===== src/rtl/core/pdfm_pkg.sv =====
`default_nettype none
// ----------------------------------------------------------------------------
// pdfm_pkg
// shared widths, constants and the measurement job type of the pwm meter
// ----------------------------------------------------------------------------
package pdfm_pkg;

  localparam int COUNT_W     = 32;
  localparam int CLK_W       = 27;
  localparam int DUTY_W      = 7;
  localparam int PROD_W      = COUNT_W + DUTY_W;
  localparam int DUTY_STEPS  = DUTY_W;
  localparam int FREQ_STEPS  = CLK_W;
  localparam int STEP_W      = $clog2(FREQ_STEPS);
  localparam int CMP_W       = (COUNT_W > CLK_W + 1) ? COUNT_W : CLK_W + 1;
  localparam int QUEUE_DEPTH = 2;
  localparam int QPTR_W      = $clog2(QUEUE_DEPTH);
  localparam int QCNT_W      = $clog2(QUEUE_DEPTH + 1);

  localparam logic [COUNT_W-1:0] COUNT_MAX   = {COUNT_W{1'b1}};
  localparam logic [CLK_W-1:0]   CLOCK_RESET = CLK_W'(8000000);

  typedef struct packed {
    logic               ovf;
    logic [COUNT_W-1:0] high;
    logic [COUNT_W-1:0] period;
  } job_t;

endpackage
`default_nettype wire


===== src/rtl/core/pdfm_front.sv =====
`default_nettype none
// ----------------------------------------------------------------------------
// pdfm_front
// edge detection and tick counting, one sample per transaction
// ----------------------------------------------------------------------------
module pdfm_front import pdfm_pkg::*; (
  input  wire logic clk,
  input  wire logic rst_n,
  input  wire logic in_valid,
  output logic      in_stall,
  input  wire logic in_pin_level,
  input  wire logic q_full,
  output logic      q_push,
  output job_t      q_job
);

  typedef enum logic [2:0] {
    PH_WAIT = 3'b001,
    PH_HIGH = 3'b010,
    PH_LOW  = 3'b100
  } phase_t;

  phase_t             phase_r, phase_nxt;
  logic               prev_r, prev_nxt;
  logic [COUNT_W-1:0] period_r, period_nxt;
  logic [COUNT_W-1:0] high_r, high_nxt;
  logic [COUNT_W-1:0] period_inc;
  logic               accept;
  logic               rising;
  logic               falling;
  logic               counting;

  assign in_stall   = q_full;
  assign accept     = in_valid & ~q_full;
  assign rising     = ~prev_r & in_pin_level;
  assign falling    = prev_r & ~in_pin_level;
  assign counting   = (phase_r == PH_HIGH) || (phase_r == PH_LOW);
  assign period_inc = period_r + COUNT_W'(1);

  always_comb begin
    phase_nxt  = phase_r;
    prev_nxt   = prev_r;
    period_nxt = period_r;
    high_nxt   = high_r;
    q_push     = 1'b0;
    q_job      = '0;
    if (accept) begin
      prev_nxt = in_pin_level;
      if (counting && period_r == COUNT_MAX) begin
        // counter range passed, push an overflow job and drop this measurement
        q_push     = 1'b1;
        q_job.ovf  = 1'b1;
        phase_nxt  = PH_WAIT;
        period_nxt = '0;
        high_nxt   = '0;
      end else begin
        unique case (phase_r)
          PH_HIGH: begin
            period_nxt = period_inc;
            if (falling) begin
              high_nxt  = period_inc;
              phase_nxt = PH_LOW;
            end
          end
          PH_LOW: begin
            if (rising) begin
              q_push       = 1'b1;
              q_job.high   = high_r;
              q_job.period = period_inc;
              phase_nxt    = PH_HIGH;
              period_nxt   = '0;
              high_nxt     = '0;
            end else begin
              period_nxt = period_inc;
            end
          end
          PH_WAIT: begin
            if (rising) begin
              phase_nxt  = PH_HIGH;
              period_nxt = '0;
              high_nxt   = '0;
            end
          end
          default: begin
            phase_nxt  = PH_WAIT;
            period_nxt = '0;
            high_nxt   = '0;
          end
        endcase
      end
    end
  end

  always_ff @(posedge clk) begin
    if (!rst_n) begin
      phase_r  <= PH_WAIT;
      prev_r   <= 1'b1;
      period_r <= '0;
      high_r   <= '0;
    end else begin
      phase_r  <= phase_nxt;
      prev_r   <= prev_nxt;
      period_r <= period_nxt;
      high_r   <= high_nxt;
    end
  end

endmodule
`default_nettype wire


===== src/rtl/core/pdfm_queue.sv =====
`default_nettype none
// ----------------------------------------------------------------------------
// pdfm_queue
// short job queue between the counting front and the divider back
// ----------------------------------------------------------------------------
module pdfm_queue import pdfm_pkg::*; (
  input  wire logic clk,
  input  wire logic rst_n,
  input  wire logic push,
  input  job_t      push_job,
  output logic      full,
  input  wire logic pop,
  output logic      empty,
  output job_t      head_job
);

  job_t              mem_r [QUEUE_DEPTH];
  logic [QPTR_W-1:0] wr_ptr_r, wr_ptr_nxt;
  logic [QPTR_W-1:0] rd_ptr_r, rd_ptr_nxt;
  logic [QCNT_W-1:0] count_r, count_nxt;
  logic              do_push;
  logic              do_pop;

  assign full     = (count_r == QCNT_W'(QUEUE_DEPTH));
  assign empty    = (count_r == '0);
  assign do_push  = push & ~full;
  assign do_pop   = pop & ~empty;
  assign head_job = mem_r[rd_ptr_r];

  always_comb begin
    wr_ptr_nxt = wr_ptr_r;
    rd_ptr_nxt = rd_ptr_r;
    count_nxt  = count_r;
    if (do_push) begin
      wr_ptr_nxt = (wr_ptr_r == QPTR_W'(QUEUE_DEPTH - 1)) ? '0 : wr_ptr_r + QPTR_W'(1);
    end
    if (do_pop) begin
      rd_ptr_nxt = (rd_ptr_r == QPTR_W'(QUEUE_DEPTH - 1)) ? '0 : rd_ptr_r + QPTR_W'(1);
    end
    if (do_push && !do_pop) begin
      count_nxt = count_r + QCNT_W'(1);
    end else if (do_pop && !do_push) begin
      count_nxt = count_r - QCNT_W'(1);
    end
  end

  always_ff @(posedge clk) begin
    if (!rst_n) begin
      wr_ptr_r <= '0;
      rd_ptr_r <= '0;
      count_r  <= '0;
    end else begin
      wr_ptr_r <= wr_ptr_nxt;
      rd_ptr_r <= rd_ptr_nxt;
      count_r  <= count_nxt;
    end
  end

  always_ff @(posedge clk) begin
    if (do_push) begin
      mem_r[wr_ptr_r] <= push_job;
    end
  end

`ifndef NO_ASSERTIONS
  a_no_push_full: assert property (@(posedge clk) disable iff (!rst_n)
    !(push && full))
    else $error("job pushed into full queue");
  a_no_pop_empty: assert property (@(posedge clk) disable iff (!rst_n)
    !(pop && empty))
    else $error("job popped from empty queue");
  a_count_range: assert property (@(posedge clk) disable iff (!rst_n)
    count_r <= QCNT_W'(QUEUE_DEPTH))
    else $error("queue count out of range");
`endif

endmodule
`default_nettype wire


===== src/rtl/core/pdfm_back.sv =====
`default_nettype none
// ----------------------------------------------------------------------------
// pdfm_back
// bit-serial division of duty and frequency, holds the result transaction
// ----------------------------------------------------------------------------
module pdfm_back import pdfm_pkg::*; (
  input  wire logic             clk,
  input  wire logic             rst_n,
  input  wire logic             q_empty,
  input  job_t                  q_job,
  output logic                  q_pop,
  input  wire logic [CLK_W-1:0] clock_hz,
  output logic                  out_valid,
  input  wire logic             out_stall,
  output logic [DUTY_W-1:0]     out_duty_percent,
  output logic [CLK_W-1:0]      out_frequency_hz,
  output logic                  out_overflow
);

  typedef enum logic [2:0] {
    B_IDLE = 3'b001,
    B_RUN  = 3'b010,
    B_OUT  = 3'b100
  } bstate_t;

  localparam logic [STEP_W-1:0] LAST_STEP = STEP_W'(FREQ_STEPS - 1);

  bstate_t            state_r, state_nxt;
  logic [STEP_W-1:0]  cnt_r, cnt_nxt;
  logic               ovf_r, ovf_nxt;
  logic               zero_r, zero_nxt;
  logic [COUNT_W-1:0] den_r, den_nxt;
  logic [PROD_W-1:0]  drem_r, drem_nxt;
  logic [PROD_W-1:0]  dsh_r, dsh_nxt;
  logic [DUTY_W-1:0]  dq_r, dq_nxt;
  logic [CLK_W-1:0]   fdiv_r, fdiv_nxt;
  logic [CLK_W-1:0]   frem_r, frem_nxt;
  logic [CLK_W-1:0]   fq_r, fq_nxt;
  logic [PROD_W-1:0]  high_ext;
  logic [PROD_W-1:0]  prod;
  logic               dge;
  logic [CLK_W:0]     ftrial;
  logic [CMP_W-1:0]   ftrial_ext;
  logic [CMP_W-1:0]   den_ext;
  logic               fge;

  // high * 100 as shifts and adds
  assign high_ext   = PROD_W'(q_job.high);
  assign prod       = (high_ext << 6) + (high_ext << 5) + (high_ext << 2);
  assign dge        = (drem_r >= dsh_r);
  assign ftrial     = {frem_r, fdiv_r[CLK_W-1]};
  assign ftrial_ext = CMP_W'(ftrial);
  assign den_ext    = CMP_W'(den_r);
  assign fge        = (ftrial_ext >= den_ext);

  always_comb begin
    state_nxt = state_r;
    cnt_nxt   = cnt_r;
    ovf_nxt   = ovf_r;
    zero_nxt  = zero_r;
    den_nxt   = den_r;
    drem_nxt  = drem_r;
    dsh_nxt   = dsh_r;
    dq_nxt    = dq_r;
    fdiv_nxt  = fdiv_r;
    frem_nxt  = frem_r;
    fq_nxt    = fq_r;
    q_pop     = 1'b0;
    unique case (state_r)
      B_IDLE: begin
        if (!q_empty) begin
          q_pop    = 1'b1;
          ovf_nxt  = q_job.ovf;
          zero_nxt = (q_job.period == '0);
          den_nxt  = q_job.period;
          drem_nxt = prod;
          dsh_nxt  = PROD_W'(q_job.period) << (DUTY_STEPS - 1);
          dq_nxt   = '0;
          fdiv_nxt = clock_hz;
          frem_nxt = '0;
          fq_nxt   = '0;
          cnt_nxt  = '0;
          state_nxt = q_job.ovf ? B_OUT : B_RUN;
        end
      end
      B_RUN: begin
        if (cnt_r < STEP_W'(DUTY_STEPS)) begin
          if (dge) begin
            drem_nxt = drem_r - dsh_r;
          end
          dq_nxt  = {dq_r[DUTY_W-2:0], dge};
          dsh_nxt = dsh_r >> 1;
        end
        frem_nxt = fge ? CLK_W'(ftrial_ext - den_ext) : ftrial[CLK_W-1:0];
        fdiv_nxt = fdiv_r << 1;
        fq_nxt   = {fq_r[CLK_W-2:0], fge};
        cnt_nxt  = cnt_r + STEP_W'(1);
        if (cnt_r == LAST_STEP) begin
          state_nxt = B_OUT;
        end
      end
      B_OUT: begin
        if (!out_stall) begin
          state_nxt = B_IDLE;
        end
      end
      default: begin
        state_nxt = B_IDLE;
      end
    endcase
  end

  always_ff @(posedge clk) begin
    if (!rst_n) begin
      state_r <= B_IDLE;
      cnt_r   <= '0;
    end else begin
      state_r <= state_nxt;
      cnt_r   <= cnt_nxt;
    end
  end

  always_ff @(posedge clk) begin
    ovf_r  <= ovf_nxt;
    zero_r <= zero_nxt;
    den_r  <= den_nxt;
    drem_r <= drem_nxt;
    dsh_r  <= dsh_nxt;
    dq_r   <= dq_nxt;
    fdiv_r <= fdiv_nxt;
    frem_r <= frem_nxt;
    fq_r   <= fq_nxt;
  end

  assign out_valid        = (state_r == B_OUT);
  assign out_overflow     = ovf_r;
  assign out_duty_percent = (ovf_r || zero_r) ? '0 : dq_r;
  assign out_frequency_hz = (ovf_r || zero_r) ? '0 : fq_r;

`ifndef NO_ASSERTIONS
  a_step_range: assert property (@(posedge clk) disable iff (!rst_n)
    (state_r == B_RUN) |-> (cnt_r <= LAST_STEP))
    else $error("division step count out of range");
  a_run_ends: assert property (@(posedge clk) disable iff (!rst_n)
    (state_r == B_RUN && cnt_r == LAST_STEP) |=> (state_r == B_OUT))
    else $error("division did not finish on its last step");
  a_duty_range: assert property (@(posedge clk) disable iff (!rst_n)
    (out_valid && !out_overflow) |-> (out_duty_percent < DUTY_W'(100)))
    else $error("duty result above 99 percent");
`endif

endmodule
`default_nettype wire


===== src/rtl/core/pwm_duty_frequency_meter.sv =====
`default_nettype none
// ----------------------------------------------------------------------------
// pwm_duty_frequency_meter
// measures high time and period of a sampled pwm line, reports duty and rate
// ----------------------------------------------------------------------------
// in_pin_level carries one sample of the pwm line per timer tick, one
// transaction per cycle while the job queue has room. After a rising edge the
// block counts ticks to the falling edge and on to the next rising edge; that
// closing edge yields one result transaction and opens the next measurement.
// out_duty_percent = high * 100 / period, out_frequency_hz = cfg clock / period.
// A period that passes the counter range gives out_overflow with zero fields.
// cfg_wr_en/cfg_wr_data load the timer clock in hertz; the user must write it
// only while idle, the block does not enforce this. Jobs pass the two-entry
// queue of finished measurements and the 27-step bit-serial frequency divider
// (one quotient bit a cycle), which takes one job at a time. Samples are taken
// one per cycle while the queue has room.
// While out_stall is high the result holds; the front keeps sampling until
// the queue is full, then raises in_stall.
// Reset: line taken as high, waiting for a rising edge, clock 8000000 hz.
// ----------------------------------------------------------------------------
module pwm_duty_frequency_meter import pdfm_pkg::*; (
  input  wire logic             clk,
  input  wire logic             rst_n,
  input  wire logic             in_valid,
  output logic                  in_stall,
  input  wire logic             in_pin_level,
  output logic                  out_valid,
  input  wire logic             out_stall,
  output logic [DUTY_W-1:0]     out_duty_percent,
  output logic [CLK_W-1:0]      out_frequency_hz,
  output logic                  out_overflow,
  input  wire logic             cfg_wr_en,
  input  wire logic [CLK_W-1:0] cfg_wr_data
);

  logic [CLK_W-1:0] clock_hz_r;
  logic             q_push;
  job_t             q_push_job;
  logic             q_full;
  logic             q_pop;
  logic             q_empty;
  job_t             q_head_job;

  always_ff @(posedge clk) begin
    if (!rst_n) begin
      clock_hz_r <= CLOCK_RESET;
    end else if (cfg_wr_en) begin
      clock_hz_r <= cfg_wr_data;
    end
  end

  pdfm_front u_front (
    .clk          (clk),
    .rst_n        (rst_n),
    .in_valid     (in_valid),
    .in_stall     (in_stall),
    .in_pin_level (in_pin_level),
    .q_full       (q_full),
    .q_push       (q_push),
    .q_job        (q_push_job)
  );

  pdfm_queue u_queue (
    .clk      (clk),
    .rst_n    (rst_n),
    .push     (q_push),
    .push_job (q_push_job),
    .full     (q_full),
    .pop      (q_pop),
    .empty    (q_empty),
    .head_job (q_head_job)
  );

  pdfm_back u_back (
    .clk              (clk),
    .rst_n            (rst_n),
    .q_empty          (q_empty),
    .q_job            (q_head_job),
    .q_pop            (q_pop),
    .clock_hz         (clock_hz_r),
    .out_valid        (out_valid),
    .out_stall        (out_stall),
    .out_duty_percent (out_duty_percent),
    .out_frequency_hz (out_frequency_hz),
    .out_overflow     (out_overflow)
  );

endmodule
`default_nettype wire


===== config.mk =====
export PLATFORM = sky130hd
export DESIGN_NAME = pwm_duty_frequency_meter
export DESIGN_NICKNAME = d
export VERILOG_FILES = /design/src/rtl/core/pdfm_pkg.sv /design/src/rtl/core/pdfm_front.sv /design/src/rtl/core/pdfm_queue.sv /design/src/rtl/core/pdfm_back.sv /design/src/rtl/core/pwm_duty_frequency_meter.sv
export SDC_FILE = /design/constraint.sdc
export NUM_CORES = 1
export LEC_CHECK = 0
export BUFFER_PORTS_ARGS = -buffer_cell sky130_fd_sc_hd__buf_2
export CORE_ASPECT_RATIO = 0.7
export CORE_MARGIN = 4
export CORE_UTILIZATION = 55
export CTS_BUF_LIST = sky130_fd_sc_hd__clkbuf_16
export DETAILED_ROUTE_END_ITERATION = 16
export HOLD_SLACK_MARGIN = 0.08
export PLACE_DENSITY = 0.72
export REMOVE_ABC_BUFFERS = 1
export SETUP_SLACK_MARGIN = 0.5
export SLEW_MARGIN = 20
export SYNTH_ARGS = -nofsm -noshare
export SYNTH_HDL_FRONTEND = slang
export SYNTH_SLANG_ARGS = --single-unit

===== constraint.sdc =====
create_clock -name clk -period 14.01 [get_ports clk]
set_clock_uncertainty 0.2 [all_clocks]
set_input_delay 1.401 -clock clk [delete_from_list [all_inputs] [get_ports clk]]
set_output_delay 1.401 -clock clk [all_outputs]
set_load 0.02 [all_outputs]

==> results of run 1 <==
## power by group
group          total, uW  internal, uW  switching (uW)
registers           1880          1750             132
logic               2420           908            1510
clock network       1050           559             494
## flip-flops by register name, summed over array words and instances, names as in the netlist, 27 cells and up, named ones only
name and cells:
clock_hz_r 27, u_back.fq_r 27, u_front.period_r 32, u_back.drem_r 39
u_back.den_ext 32, u_queue.mem_r 130, u_front.high_r 32, u_back.fdiv_r 27
u_back.frem_r 27, u_back.dsh_r 38
## per-layer routing
layer / routed length (microns) / vias to the layer above / global-route usage [%]
met1: 27600 / 8057 / 37.3
li1: - / 8070 / -
met5: 0 / - / 0
met4: 851 / 0 / 4.01
met2: 22200 / 496 / 32.5
met3: 4060 / 70 / 4.65
## critical path: cells and delay by family (launching register included)
kind	cells	cell delay, ps
AO/OA/AOI/OAI	7	1870
adder cells (fa/ha/maj)	3	1160
flip-flops	1	720
multiplexers	2	400
XOR/XNOR	1	180
buffers and inverters	2	100
AND/OR/NAND/NOR	1	80
## cell type report
class,count,area [sq um]
fill,3433,16600
clock buffer,43,1080
timing repair buffer,86,473
multi-input combinational,1592,11000
tap,552,691
sequential,437,12000
clock inverter,34,169
inverter,130,488
## layout by cell type, fill, tap and decap left out, drive strengths merged, types with 60 or more instances in the layout
cell    count
a21oi     144
and2      132
buf        86
dfxtp     108
edfxtp    329
ha        106
inv       145
mux2i      84
nand2     230
nor2      158
nor2b      78
o21ai      92
xor2       60
## kinds of logic (layout without fill, tap and decap cells)
logic type      after synthesis  in the layout  share of synthesized area, %
compound gates              459            459                          12.2
xor+xnor                    114            114                          4.19
fa+ha+maj                   137            137                          8.16
buf+inv                     233            293                          3.78
flops                       437            437                          50.5
mux                         114            114                          4.94
simple gates                768            768                          16.2
## per-stage QoR
stage | utilization [%] | hold WS [ps] | instance area [sq um]
floorplan | - | 240 | 23400
global placement | 58.0 | 259 | 24700
detailed placement | 58.0 | 261 | 24700
CTS | 60.9 | 282 | 25900
global route | 60.9 | 298 | 25900
finish | 60.9 | 276 | 25900
## how the worst min path moves through the flow
| stage | start | end | slack [ps] | cells past startpoint |
|---|---|---|---|---|
| finish | clock_hz_r[22] | clock_hz_r[22] | 280 | 2 |
| global route | clock_hz_r[12] | clock_hz_r[12] | 300 | 2 |
| CTS | clock_hz_r[22] | clock_hz_r[22] | 280 | 2 |
| detailed placement | clock_hz_r[17] | clock_hz_r[17] | 260 | 2 |
| global placement | clock_hz_r[12] | clock_hz_r[12] | 260 | 2 |
| floorplan | clock_hz_r[12] | clock_hz_r[12] | 240 | 2 |
==> impl_metrics.env, run 1 <==
export IMPL_tritoncts_num_buffers=42
export IMPL_io_buffer_count=69
export IMPL_ys_seq_elements=437
export IMPL_drt_initial_drc_count=1710
export IMPL_routability_driven_placement_congestion_ratio=0.917
export IMPL_synthesis_area_sq_um=23800
export IMPL_timing_critical_path_fanout_max=25
export IMPL_wl_per_cell_microns=19.0
export IMPL_drtPass1Iterations=6
export IMPL_stdcell_count=2874
export IMPL_cpPeakStageDelay_ps=720
export IMPL_final_max_slew_viol_count=0
export IMPL_critical_path_startpoint_type="register"
export IMPL_grt_first_pass_wirelength_microns=88000
export IMPL_max_cap_viol_count=0
export IMPL_clock_path_buffers=3
export IMPL_final_critical_path_setup_slack_ps=9030
export IMPL_ys_seq_area_share_pct=50.5
export IMPL_synth_most_common_cell="sky130_fd_sc_hd__edfxtp_1"
export IMPL_die_area_sq_um=46800
export IMPL_clkLatencyLatePin_ps=560
export IMPL_setup_violations=0
export IMPL_criticalPathCategory="register to register"
export IMPL_die_height_microns=182
export IMPL_rsz0062_at_grt="no"
export IMPL_asyncSetResetFlopFracSynth_pct=0
export IMPL_period_minus_slack_ps=4980
export IMPL_antenna_violations_before_repair=0
export IMPL_antennaDiodeCount=0
export IMPL_cts_tree="built"
export IMPL_grt_ovfl_total=0
export IMPL_vias=16693
export IMPL_rr_endpoint="u_back.drem_r[36]"
export IMPL_cp_cell_sequence="mux2_2 > inv_1 > fa_1 > inv_1 > ha_1 > fa_1 > a21oi_1 > nor2b_1 > a311o_1 > o21ai_0 > o21ai_0 > a41oi_1 > a21oi_1 > a21oi_1 > xor2_1 > mux2i_1"
export IMPL_synth_warnings=0
export IMPL_number_of_clock_sinks=437
export IMPL_static_leakage_power_uw=0.0106
export IMPL_portion_of_the_clock_cycle_consumed_by_the_worst_path_in_the_final_layout_pct=35.6
export IMPL_syn_avg_cell_area_sq_um=10.5
export IMPL_worst_pin_slew_ps=1100
export IMPL_pwr_density_cell_nw_per_um2=206
export IMPL_finish_net_count=2459
export IMPL_ir_worst_vdd_mv=0.0956
export IMPL_fraction_of_layout_cells_with_a_size_suffix_above_1_pct=8.96
export IMPL_pre_cts_slack_ps=9040
export IMPL_path_common_cell="sky130_fd_sc_hd__a21oi_1"
export IMPL_timing_hold_violations_final=0
export IMPL_post_cts_resized=0
export IMPL_synth_top_cell_area_share_pct=41.4
export IMPL_finalWirelength_microns=54700
export IMPL_min_path_type="register to register"
export IMPL_site_row_count=63
export IMPL_r2r_slack_ps=9030
export IMPL_clk_root_buffer_cell="sky130_fd_sc_hd__clkbuf_16"
export IMPL_avgViaCountPerCell=5.81
export IMPL_finalPower_uw=5350
export IMPL_start_util_pct=56.0
export IMPL_timing_critical_path_slowest_stage_cell="sky130_fd_sc_hd__dfxtp_2"
export IMPL_outcome="finished, final reports clean"
export IMPL_crit_end="u_back.drem_r[36]"
export IMPL_drc=0
export IMPL_maximum_number_of_pins_on_one_net_before_global_route_repair=109
export IMPL_post_cts_buffers=0
export IMPL_fmax_ghz=0.201
export IMPL_dp_cells=2797
export IMPL_timing_slew_headroom_pct=24.3
export IMPL_final_antenna_net_count=0
export IMPL_r2r_worst_path_cells=16
export IMPL_post_cts_hold_buffer_count=0
export IMPL_global_routing_usage_summed_across_all_routing_layers_pct=23.1
export IMPL_crit_path_end_kind="register"
export IMPL_pin_count=70
export IMPL_post_synth_most_frequent_cells="sky130_fd_sc_hd__edfxtp_1, sky130_fd_sc_hd__nand2_1, sky130_fd_sc_hd__nor2_1"
export IMPL_synth_edf_count=329
export IMPL_cts_htree_levels=2
export IMPL_first_global_vias=15958
export IMPL_critPathArrivalTime_ps=5070
export IMPL_clkTransAtPathRegs_ps=60
export IMPL_area_growth_synth_to_final_pct=8.72
export IMPL_crit_required_ps=14100
export IMPL_synthCells=2262
export IMPL_fin_setup_tns_ps=0
export IMPL_synth_cell_type_count=74
export IMPL_synth_top_cells_by_area="sky130_fd_sc_hd__edfxtp_1, sky130_fd_sc_hd__dfxtp_1, sky130_fd_sc_hd__ha_1"
export IMPL_core_region_area_sq_um=42600
export IMPL_chipWidth_microns=257
export IMPL_ys_dominant_reg_cell="sky130_fd_sc_hd__edfxtp_1"
export IMPL_detailed_place_hpwl_microns=38500
export IMPL_synth_top_cell_by_area="sky130_fd_sc_hd__edfxtp_1"
(Power assumes the default switching activity.)
==> run 2, diff against run 1 <==
clock period = 5 ns   (was 14.01 ns; I/O delays follow)
==> impl_metrics.env, run 2 (same netlist as run 1, synthesis figures left out) <==
export IMPL_register_with_the_most_flip_flops="u_queue.mem_r"
export IMPL_static_leakage_power_uw=0.0108
export IMPL_fraction_of_layout_cells_with_a_size_suffix_above_1_pct=10.0
export IMPL_pre_cts_slack_ps=392
export IMPL_antenna_violations_before_repair=0
export IMPL_number_of_clock_sinks=437
export IMPL_chipWidth_microns=257
export IMPL_wl_per_cell_microns=18.7
export IMPL_biggestRegsByFlops="u_queue.mem_r: 130 flops, u_back.drem_r: 39 flops, u_back.dsh_r: 38 flops"
export IMPL_detailed_place_hpwl_microns=38400
export IMPL_first_global_vias=16062
export IMPL_max_cap_viol_count=0
export IMPL_rsz0062_at_grt="yes"
export IMPL_period_minus_slack_ps=4340
export IMPL_timing_critical_path_slowest_stage_cell="sky130_fd_sc_hd__fa_1"
export IMPL_ir_worst_vdd_mv=0.291
export IMPL_fmax_ghz=0.231
export IMPL_maximum_number_of_pins_on_one_net_before_global_route_repair=87
export IMPL_timing_critical_path_fanout_max=33
export IMPL_largest_reg_flops=130
export IMPL_most_common_layout_cells="sky130_fd_sc_hd__edfxtp_1, sky130_fd_sc_hd__nand2_1, sky130_fd_sc_hd__nor2_1"
export IMPL_timing_hold_worst_endpoint="clock_hz_r[17]"
export IMPL_critPathArrivalTime_ps=4430
export IMPL_cpPeakStageDelay_ps=500
export IMPL_start_util_pct=56.0
export IMPL_io_buffer_count=69
export IMPL_criticalPathCategory="register to register"
export IMPL_clk_root_buffer_cell="sky130_fd_sc_hd__clkbuf_16"
export IMPL_pwr_density_cell_nw_per_um2=574
export IMPL_finalPower_uw=15200
export IMPL_cp_buffers_inverters=2
export IMPL_crit_path_end_kind="register"
export IMPL_drc=0
export IMPL_die_area_sq_um=46800
export IMPL_grt_ovfl_total=0
export IMPL_clkLatencyLatePin_ps=550
export IMPL_area_growth_synth_to_final_pct=11.2
export IMPL_grt_first_pass_wirelength_microns=87400
export IMPL_cp_cell_sequence="buf_8 > buf_4 > mux2_2 > fa_1 > ha_1 > a21o_1 > a21o_1 > a21o_1 > a21o_1 > a21oi_1 > o21ai_0 > a21oi_2 > xor2_1 > mux2i_1"
export IMPL_final_max_slew_viol_count=0
export IMPL_cts_htree_levels=2
export IMPL_antennaDiodeCount=0
export IMPL_global_routing_usage_summed_across_all_routing_layers_pct=22.8
export IMPL_path_common_cell="sky130_fd_sc_hd__a21o_1"
export IMPL_drtPass1Iterations=7
export IMPL_critical_path_startpoint_type="register"
export IMPL_setup_violations=0
export IMPL_clkTransAtPathRegs_ps=70
export IMPL_die_height_microns=182
export IMPL_timing_hold_violations_final=0
export IMPL_clock_path_buffers=3
export IMPL_tritoncts_num_buffers=42
export IMPL_min_from="clock_hz_r[17]"
export IMPL_worstHoldPathCells=2
export IMPL_avgViaCountPerCell=5.78
export IMPL_cts_tree="built"
export IMPL_worst_pin_slew_ps=1040
export IMPL_outcome="finished, final reports clean"
export IMPL_finish_net_count=2497
export IMPL_routability_driven_placement_congestion_ratio=0.919
export IMPL_site_row_count=63
export IMPL_vias=16803
export IMPL_core_region_area_sq_um=42600
export IMPL_timing_slew_headroom_pct=28.9
export IMPL_drt_initial_drc_count=1442
export IMPL_min_path_type="register to register"
export IMPL_worst_path_dominant_cell_family="compound AO/OA/AOI/OAI gates"
export IMPL_finalWirelength_microns=54400
export IMPL_r2r_worst_path_cells=14
export IMPL_rr_endpoint="u_back.drem_r[36]"
export IMPL_crit_required_ps=5100
export IMPL_layout_cells_most_common="sky130_fd_sc_hd__edfxtp_1"
export IMPL_pin_count=70
export IMPL_final_critical_path_setup_slack_ps=664
export IMPL_final_antenna_net_count=0
export IMPL_portion_of_the_clock_cycle_consumed_by_the_worst_path_in_the_final_layout_pct=86.7
export IMPL_r2r_slack_ps=660
==> run 2: cell count changes in the layout (fill, tap and decap cells not counted), moves of 3 or more <==
cell	before	now
sky130_fd_sc_hd__buf_4	17	21
sky130_fd_sc_hd__bufinv_16	0	5
sky130_fd_sc_hd__clkinv_1	11	8
sky130_fd_sc_hd__dlygate4sd3_1	0	29
sky130_fd_sc_hd__ha_1	106	102
sky130_fd_sc_hd__ha_2	0	4
sky130_fd_sc_hd__inv_1	143	135
sky130_fd_sc_hd__o21ai_0	87	82
sky130_fd_sc_hd__o21ai_1	5	9
==> run 2: what timing repair did <==
item / 4_1_cts / 5_1_grt
hold endpoints to repair: 29 / 0
endpoints found under the setup margin: 6 / 16
pin swaps: 1 / 4
resized for setup: 2 / 19
buffers inserted: 2 / 3
hold buffers: 29 / 0
==> run 2: how the worst max path moves through the flow <==
| stage | startpoint | endpoint | depth (start not counted) |
|---|---|---|---|
| after floorplan | u_back.state_r[0] | u_back.drem_r[0] | 5 |
| after global placement | register | u_back.drem_r[36] | 14 |
| after detailed placement | register | u_back.drem_r[32] | 14 |
| after CTS | register | u_back.drem_r[37] | 15 |
| after global routing | register | u_back.drem_r[36] | 14 |
| final | register | u_back.drem_r[36] | 14 |
==> run 2: area by class of cell <==
type,count,area [sq um]
Fill cell,3410,16100
Sequential cell,437,12000
Multi-Input combinational cell,1592,11000
Clock buffer,44,1100
Timing Repair Buffer,124,871
Tap cell,552,691
Inverter,130,488
Clock inverter,30,285
==> run 2: power breakdown <==
part           leakage (uW)  switching, uW  internal, uW
logic               0.00614           4170          2590
registers           0.00395            359          4890
clock network      0.000687           1350          1860
total                0.0108           5880          9330
==> run 2: worst reg2reg max path: cells and delay by family (launching register included) <==
family	cells	cell delay, ps
AO/OA/AOI/OAI	7	1190
XOR/XNOR	1	160
adder cells (fa/ha/maj)	2	900
buffers and inverters	2	690
flip-flops	1	410
multiplexers	2	510
==> run 2: per-stage QoR <==
stage	util [%]	cells	setup TNS, ps	instance area (sq um)	hold slack [ps]
after CTS	62.1	2906	0	26400	269
after floorplan	-	2159	-452910	23400	240
final	62.3	2909	0	26500	279
after global routing	62.3	2909	0	26500	289
after detailed placement	58.1	2801	0	24700	262
after global placement	58.1	2801	0	24700	255
==> run 2: layer usage <==
metal,up-vias,track usage [%],wire length (microns)
met5,-,0,0
met1,8097,36.3,26900
met2,476,33.2,23000
li1,8146,-,-
met4,0,4.12,901
met3,84,3.91,3660
